==> src/design/okvt_pkg.sv <==
// Shared constants, codes and types for the ordered key-value table.
package okvt_pkg;

    localparam int CAPACITY_DEF   = 16;
    localparam int KEY_BITS_DEF   = 32;
    localparam int VALUE_BITS_DEF = 32;

    localparam int ACTION_W = 2;
    localparam int KEY_W    = 32;
    localparam int VALUE_W  = 32;
    localparam int POS_W    = 4;
    localparam int STATUS_W = 3;
    localparam int COUNT_W  = 5;

    localparam logic [ACTION_W-1:0] ACT_INSERT = 2'd0;
    localparam logic [ACTION_W-1:0] ACT_REMOVE = 2'd1;
    localparam logic [ACTION_W-1:0] ACT_LOOKUP = 2'd2;
    localparam logic [ACTION_W-1:0] ACT_READ   = 2'd3;

    localparam logic [STATUS_W-1:0] ST_DONE    = 3'd0;
    localparam logic [STATUS_W-1:0] ST_DUP     = 3'd1;
    localparam logic [STATUS_W-1:0] ST_FULL    = 3'd2;
    localparam logic [STATUS_W-1:0] ST_ABSENT  = 3'd3;
    localparam logic [STATUS_W-1:0] ST_BEYOND  = 3'd4;

    // Broadcast command from the control to every cell of the row.
    typedef struct packed {
        logic do_insert;
        logic do_remove;
    } cell_cmd_t;

endpackage

==> src/design/ordered_key_value_table_core.sv <==
// Top level of the ordered key-value table: request control over a row of entry cells.
//
//   beat     | signals                                        | direction
//   ---------+------------------------------------------------+----------
//   request  | in_valid, in_ready, action, key, value, position | in
//   response | out_valid, out_ready, status, found, key_out,  | out
//            | value_out, entry_count                         |
//
// Each request is first registered as a beat; then every cell compares its key
// against the request and the row is updated.
// One request is in flight at a time; the next beat is taken while the
// response still waits in its output register.
// A stalled response holds the row; rst_n clears the count and all valids.
module ordered_key_value_table_core
    import okvt_pkg::*;
#(
    parameter int CAPACITY   = CAPACITY_DEF,
    parameter int KEY_BITS   = KEY_BITS_DEF,
    parameter int VALUE_BITS = VALUE_BITS_DEF
)
(
    input  logic                clk,
    input  logic                rst_n,
    input  logic                in_valid,
    output logic                in_ready,
    input  logic [ACTION_W-1:0] action,
    input  logic [KEY_W-1:0]    key,
    input  logic [VALUE_W-1:0]  value,
    input  logic [POS_W-1:0]    position,
    output logic                out_valid,
    input  logic                out_ready,
    output logic [STATUS_W-1:0] status,
    output logic                found,
    output logic [KEY_W-1:0]    key_out,
    output logic [VALUE_W-1:0]  value_out,
    output logic [COUNT_W-1:0]  entry_count
);

    localparam int KW   = (KEY_BITS < KEY_W) ? KEY_BITS : KEY_W;
    localparam int VW   = (VALUE_BITS < VALUE_W) ? VALUE_BITS : VALUE_W;
    localparam int CW   = $clog2(CAPACITY + 1);
    localparam int IW   = $clog2(CAPACITY);
    localparam int PW   = (IW > POS_W) ? IW : POS_W;
    localparam int CMPW = (CW > POS_W) ? CW : POS_W;

    logic                busy_reg;
    logic [ACTION_W-1:0] req_action_reg;
    logic [KW-1:0]       req_key_reg;
    logic [VW-1:0]       req_value_reg;
    logic [POS_W-1:0]    req_pos_reg;
    logic [CW-1:0]       count_reg, count_next;

    logic                out_valid_reg;
    logic [STATUS_W-1:0] status_reg, status_next;
    logic                found_reg, found_next;
    logic [KEY_W-1:0]    key_out_reg, key_out_next;
    logic [VALUE_W-1:0]  value_out_reg, value_out_next;

    logic [KW-1:0]       cell_key   [CAPACITY];
    logic [VW-1:0]       cell_value [CAPACITY];
    logic [CAPACITY-1:0] cell_match;
    logic [CAPACITY:0]   hit_chain;
    cell_cmd_t           cmd;

    logic                run;
    logic                hit;
    logic                full;
    logic                pos_ok;
    logic [PW-1:0]       pos_ext;
    logic [IW-1:0]       pos_idx;
    logic [VW-1:0]       match_value;

    assign in_ready    = !busy_reg;
    assign run         = busy_reg && (!out_valid_reg || out_ready);
    assign hit_chain[0] = 1'b0;
    assign hit         = hit_chain[CAPACITY];
    assign full        = count_reg == CW'(CAPACITY);
    assign pos_ext     = PW'(req_pos_reg);
    assign pos_idx     = pos_ext[IW-1:0];
    assign pos_ok      = CMPW'(req_pos_reg) < CMPW'(count_reg);

    genvar g;
    generate
        for (g = 0; g < CAPACITY; g++)
        begin : g_cell
            logic [KW-1:0] nk;
            logic [VW-1:0] nv;
            if (g < CAPACITY - 1)
            begin : g_mid
                assign nk = cell_key[g+1];
                assign nv = cell_value[g+1];
            end
            else
            begin : g_last
                assign nk = cell_key[g];
                assign nv = cell_value[g];
            end
            okvt_cell #(
                .INDEX (g),
                .KW    (KW),
                .VW    (VW),
                .CW    (CW)
            ) u_cell (
                .clk        (clk),
                .cmd        (cmd),
                .count      (count_reg),
                .req_key    (req_key_reg),
                .req_value  (req_value_reg),
                .next_key   (nk),
                .next_value (nv),
                .hit_in     (hit_chain[g]),
                .hit_out    (hit_chain[g+1]),
                .match      (cell_match[g]),
                .key        (cell_key[g]),
                .value      (cell_value[g])
            );
        end
    endgenerate

    // Keys are unique, so an OR over the matching cells picks the one value.
    always_comb
    begin
        match_value = '0;
        for (int i = 0; i < CAPACITY; i++)
        begin
            match_value = match_value | (cell_match[i] ? cell_value[i] : '0);
        end
    end

    always_comb
    begin
        cmd            = '0;
        count_next     = count_reg;
        status_next    = ST_DONE;
        found_next     = 1'b0;
        key_out_next   = '0;
        value_out_next = '0;
        case (req_action_reg)
            ACT_INSERT:
            begin
                if (hit)
                begin
                    status_next = ST_DUP;
                end
                else if (full)
                begin
                    status_next = ST_FULL;
                end
                else
                begin
                    cmd.do_insert = run;
                    count_next    = count_reg + CW'(1);
                end
            end
            ACT_REMOVE:
            begin
                if (!hit)
                begin
                    status_next = ST_ABSENT;
                end
                else
                begin
                    cmd.do_remove = run;
                    count_next    = count_reg - CW'(1);
                end
            end
            ACT_LOOKUP:
            begin
                if (hit)
                begin
                    found_next     = 1'b1;
                    value_out_next = VALUE_W'(match_value);
                end
                else
                begin
                    status_next = ST_ABSENT;
                end
            end
            default:
            begin
                if (pos_ok)
                begin
                    found_next     = 1'b1;
                    key_out_next   = KEY_W'(cell_key[pos_idx]);
                    value_out_next = VALUE_W'(cell_value[pos_idx]);
                end
                else
                begin
                    status_next = ST_BEYOND;
                end
            end
        endcase
    end

    always_ff @(posedge clk or negedge rst_n)
    begin
        if (!rst_n)
        begin
            busy_reg      <= 1'b0;
            out_valid_reg <= 1'b0;
            count_reg     <= '0;
        end
        else
        begin
            if (in_valid && in_ready)
            begin
                busy_reg <= 1'b1;
            end
            else if (run)
            begin
                busy_reg <= 1'b0;
            end
            if (run)
            begin
                out_valid_reg <= 1'b1;
                count_reg     <= count_next;
            end
            else if (out_ready)
            begin
                out_valid_reg <= 1'b0;
            end
        end
    end

    always_ff @(posedge clk)
    begin
        if (in_valid && in_ready)
        begin
            req_action_reg <= action;
            req_key_reg    <= key[KW-1:0];
            req_value_reg  <= value[VW-1:0];
            req_pos_reg    <= position;
        end
        if (run)
        begin
            status_reg    <= status_next;
            found_reg     <= found_next;
            key_out_reg   <= key_out_next;
            value_out_reg <= value_out_next;
        end
    end

    assign out_valid   = out_valid_reg;
    assign status      = status_reg;
    assign found       = found_reg;
    assign key_out     = key_out_reg;
    assign value_out   = value_out_reg;
    // count only moves together with a new response, so it matches the held beat
    assign entry_count = COUNT_W'(count_reg);

endmodule

==> src/design/okvt_cell.sv <==
// One entry of the table: holds a key and value, compares, and shifts toward the head.
module okvt_cell
    import okvt_pkg::*;
#(
    parameter int INDEX = 0,
    parameter int KW    = 32,
    parameter int VW    = 32,
    parameter int CW    = 5
)
(
    input  logic          clk,
    input  cell_cmd_t     cmd,
    input  logic [CW-1:0] count,
    input  logic [KW-1:0] req_key,
    input  logic [VW-1:0] req_value,
    input  logic [KW-1:0] next_key,
    input  logic [VW-1:0] next_value,
    input  logic          hit_in,
    output logic          hit_out,
    output logic          match,
    output logic [KW-1:0] key,
    output logic [VW-1:0] value
);

    logic [KW-1:0] key_reg;
    logic [VW-1:0] value_reg;
    logic          occupied;
    logic          is_tail;

    assign occupied = CW'(INDEX) < count;
    assign is_tail  = CW'(INDEX) == count;
    assign match    = occupied && (key_reg == req_key);
    // Hit ripples down the row: every cell at or after the match sees it.
    assign hit_out  = hit_in | match;
    assign key      = key_reg;
    assign value    = value_reg;

    always_ff @(posedge clk)
    begin
        if (cmd.do_insert && is_tail)
        begin
            key_reg   <= req_key;
            value_reg <= req_value;
        end
        else if (cmd.do_remove && hit_out)
        begin
            // close the gap: take the neighbor's entry
            key_reg   <= next_key;
            value_reg <= next_value;
        end
    end

endmodule

==> config.mk <==
export PLATFORM = sky130hd
export DESIGN_NAME = ordered_key_value_table_core
export DESIGN_NICKNAME = d
export VERILOG_FILES = /design/src/design/okvt_pkg.sv /design/src/design/ordered_key_value_table_core.sv /design/src/design/okvt_cell.sv
export SDC_FILE = /design/constraint.sdc
export NUM_CORES = 2
export LEC_CHECK = 0
export ABC_CLOCK_PERIOD_IN_PS = 11850
export BUFFER_PORTS_ARGS = -buffer_cell sky130_fd_sc_hd__buf_2
export CORE_AREA = 2 2 372 374
export CTS_CLUSTER_SIZE = 10
export DETAILED_ROUTE_END_ITERATION = 8
export DIE_AREA = 0 0 374 376
export PLACE_DENSITY = 0.68
export SYNTH_ARGS = -nofsm -noshare
export SYNTH_HDL_FRONTEND = slang
export SYNTH_HIERARCHICAL = 1
export SYNTH_SLANG_ARGS = --single-unit
==> constraint.sdc <==
create_clock -name clk -period 11.85 [get_ports clk]
set_input_delay 0.5925 -clock clk [delete_from_list [all_inputs] [get_ports clk]]
set_output_delay 0.5925 -clock clk [all_outputs]
set_load 0.1 [all_outputs]
==> impl_metrics.sql <==
INSERT INTO impl_metrics (metric_group, metric, value, unit) VALUES
('critical_path', 'worst_r2r_path_depth', '27', ''),
('clock_tree', 'number_of_h_tree_levels', '4', ''),
('floorplan', 'fp.dieH', '376', 'µm'),
('sta', 'setup_viol_count_final', '0', ''),
('placement', 'place_congestion', '1.04', ''),
('power_and_ir_drop', 'report.power.total', '12500', 'µW'),
('route', 'wirelength', '237000', 'µm'),
('final_layout', 'layout.cells.most_common', 'edfxtp_1', ''),
('logic_synthesis', 'post_synth.cell_area_avg', '16.4', 'µm²'),
('logic_synthesis', 'ys.flop_type', 'edfxtp_1', ''),
('sta', 'worst_slew_margin_rel', '24.4', '%'),
('outcome', 'outcome', 'complete, no violations', ''),
('logic_synthesis', 'post_synth_instance_area', '0.0678', 'mm²'),
('clock_tree', 'ctsHoldBuffers', '50', ''),
('power_and_ir_drop', 'vdd_ir_drop_max', '168', 'µV'),
('clock_tree', 'clockRootBuffer', 'clkbuf_16', ''),
('route', 'dr.pass1.iters', '6', ''),
('logic_synthesis', 'yosys_warnings', '6', ''),
('critical_path', 'cp_num_buf_inv', '4', ''),
('logic_synthesis', 'netlist_instances', '4146', ''),
('power_and_ir_drop', 'switching_fraction_of_total_power', '34.7', '%'),
('sta', 'hold_violations', '0', ''),
('route', 'routed-wl-met3', '32300', 'µm'),
('power_and_ir_drop', 'leakage_power', '0.0260', 'µW'),
('route', 'detail-route-antenna-nets', '0', ''),
('power_and_ir_drop', 'share_of_total_power_in_the_clock_network', '32.2', '%'),
('grt', 'grt_start_max_net_pins', '122', ''),
('critical_path', 'crit_path_max_incr_delay', '1.04', 'ns'),
('clock_tree', 'clk-insertion-delay-late', '0.81', 'ns'),
('critical_path', 'timing.critical_path.slowest_stage_cell', 'nand3_4', ''),
('final_layout', 'most-common-layout-cells', '1162 x edfxtp_1, 586 x mux2_4, 430 x mux2_2', ''),
('floorplan', 'ios', '149', ''),
('floorplan', 'core_area', '0.137', 'mm²'),
('critical_path', 'worst_ep_arrival_time', '10.00', 'ns'),
('critical_path', 'crit_path_max_fanout', '41', ''),
('clock_tree', 'cts_post_setup_buffers_inserted', '0', ''),
('route', 'drcViolationCount', '0', ''),
('sta', 'post_layout_min_period', '9.56', 'ns'),
('route', 'wl_met1', '91900', 'µm'),
('sta', 'final_min_period_over_clock_period', '80.7', '%'),
('grt', 'grt_first_pass_wirelength', '330000', 'µm'),
('sta', 'accumulated_negative_setup_slack', '0', 'ns'),
('hold_path', 'hold_path_class', 'in2reg', ''),
('logic_synthesis', 'synth_edf_count', '1162', ''),
('floorplan', 'floorplan.initialDensity', '49.6', '%'),
('clock_tree', 'cts-root-to-sink-buffers', '3', ''),
('route', 'detail_route.vias_per_cell', '7.07', ''),
('clock_tree', 'clkSlewWorstSetupHoldPaths', '0.05', 'ns'),
('floorplan', 'design.die.area', '0.141', 'mm²'),
('critical_path', 'crit_type', 'reg2reg', ''),
('grt', 'antenna_violations_before_repair', '17', ''),
('grt', 'vias_in_the_first_global_route', '42400', ''),
('placement', 'post-dp-hpwl', '148000', 'µm'),
('power_and_ir_drop', 'comb_power_share', '26.2', '%'),
('final_layout', 'layout-area-overhead-vs-synth', '10.2', '%'),
('critical_path', 'critPathLaunchType', 'register', ''),
('grt', 'grt.overflow.total', '0', ''),
('floorplan', 'floorplan.die.width', '374', 'µm'),
('route', 'routed-wl-met2', '100000', 'µm'),
('sta', 'timing_max_transition_violations_final', '0', ''),
('critical_path', 'cp_common_cell', 'nand2b_1', ''),
('route', 'highest_layer', 'met5', ''),
('final_layout', 'instances_no_fill', '6222', ''),
('clock_tree', 'cts-buffers-inserted', '142', ''),
('final_layout', 'layout-drive-gt1-share', '41.0', '%'),
('logic_synthesis', 'number_of_synthesized_register_bits', '1169', ''),
('route', 'drt_iter0_drc', '7183', ''),
('power_and_ir_drop', 'share_of_power_burned_in_registers', '41.6', '%'),
('sta', 'finalClockSkew', '0.0358', 'ns'),
('critical_path', 'worstSetupPathDepth', '27', ''),
('clock_tree', 'cts_resized', '0', '');
## logic make-up after synthesis
logic type / synth area share (%)
mux: 29.9
flops: 51.7
xor+xnor: 6.55
compound gates: 4.85
simple gates: 3.87
buf+inv: 2.94
fa+ha+maj: 0.214
other cells: 0.00553
## power groups by stage
stage | combinational, µW | clock [µW] | sequential (µW)
5_1_grt | 3320 | 4180 | 5220
3_3_place_gp | 3160 | 0 | 5250
2_1_floorplan | 1310 | 0 | 6080
4_1_cts | 3200 | 4040 | 5180
3_5_place_dp | 3180 | 0 | 5260
6_report | 3260 | 4010 | 5190
## per-stage QoR
step                area (µm²)  setup WS [ns]  util, %  hold slack, ns
floorplan                67800          0.599        -           0.297
global placement         70100           2.64     51.3           0.493
detailed placement       70100           2.55     51.3           0.497
CTS                      74700           2.50     54.7         0.00311
global route             74700           2.15     54.7          0.0130
finish                   74700           2.29     54.7          0.0283
## layout make-up
cell class	instances	area (µm²)
clock buffer	180	3780
tap	1794	2240
clock inverter	29	303
multi-input combinational	2701	31000
antenna	5	12.5
fill	10800	61900
timing repair buffer	317	2170
sequential	1169	35100
inverter	27	104
## synth_stat cells (3+ instances only)
master | n | area (µm²)
edfxtp_1 | 1162 | 34900
mux2_4 | 586 | 8800
mux2_2 | 430 | 4840
xnor2_1 | 395 | 3460
mux4_2 | 289 | 6510
a22oi_1 | 130 | 976
xor2_1 | 112 | 981
nand4_1 | 100 | 626
clkbuf_1 | 94 | 353
nand3_1 | 90 | 450
buf_6 | 75 | 845
a22o_1 | 66 | 578
o22ai_1 | 66 | 413
a221oi_1 | 64 | 561
buf_2 | 39 | 195
o21ai_0 | 39 | 195
nand2_1 | 38 | 143
nor2_1 | 34 | 128
nor4_1 | 33 | 206
nor3b_1 | 32 | 240
o31ai_1 | 31 | 233
nor3_1 | 26 | 130
inv_1 | 25 | 93.8
buf_12 | 17 | 340
buf_4 | 17 | 128
nand2b_1 | 14 | 87.6
a21oi_1 | 12 | 60.1
ha_1 | 10 | 125
buf_1 | 8 | 30.0
dfrtp_1 | 7 | 175
mux2_1 | 7 | 78.8
o211ai_1 | 7 | 52.6
nor4_2 | 6 | 75.1
nor4_4 | 5 | 106
o21ai_1 | 5 | 25.0
or2_2 | 5 | 31.3
a21o_1 | 4 | 30.0
nand4b_1 | 4 | 35.0
nor2b_1 | 4 | 25.0
or2_1 | 4 | 25.0
a21bo_1 | 3 | 30.0
and3_1 | 3 | 18.8
and4_1 | 3 | 26.3
or4_1 | 3 | 22.5
## path summary, 6_finish.rpt
kind / endpoint / start / slack [ns]
max in group asynchronous: busy_reg$_DFFE_PN0P_ / rst_n / 11.37
setup / recovery: g_cell[13].u_cell/key[7]$_DFFE_PP_ / entry_count[1]$_DFFE_PN0P_ / 2.29
min in group asynchronous: entry_count[4]$_DFFE_PN0P_ / rst_n / 0.21
setup reg to reg: g_cell[13].u_cell/key[7]$_DFFE_PP_ / entry_count[1]$_DFFE_PN0P_ / 2.29
hold reg to reg: out_valid$_DFFE_PN0P_ / out_valid$_DFFE_PN0P_ / 0.52
hold / removal: req_key_reg[16]$_DFFE_PP_ / key[16] / 0.03
## layer usage
| metal | up-vias | track usage (%) |
|---|---|---|
| li1 | 17200 | - |
| met1 | 22600 | 46.4 |
| met2 | 3524 | 47.1 |
| met3 | 637 | 10.2 |
| met4 | 9 | 14.9 |
| met5 | - | 0 |
Note: power is estimated with default switching activity, not from simulation.
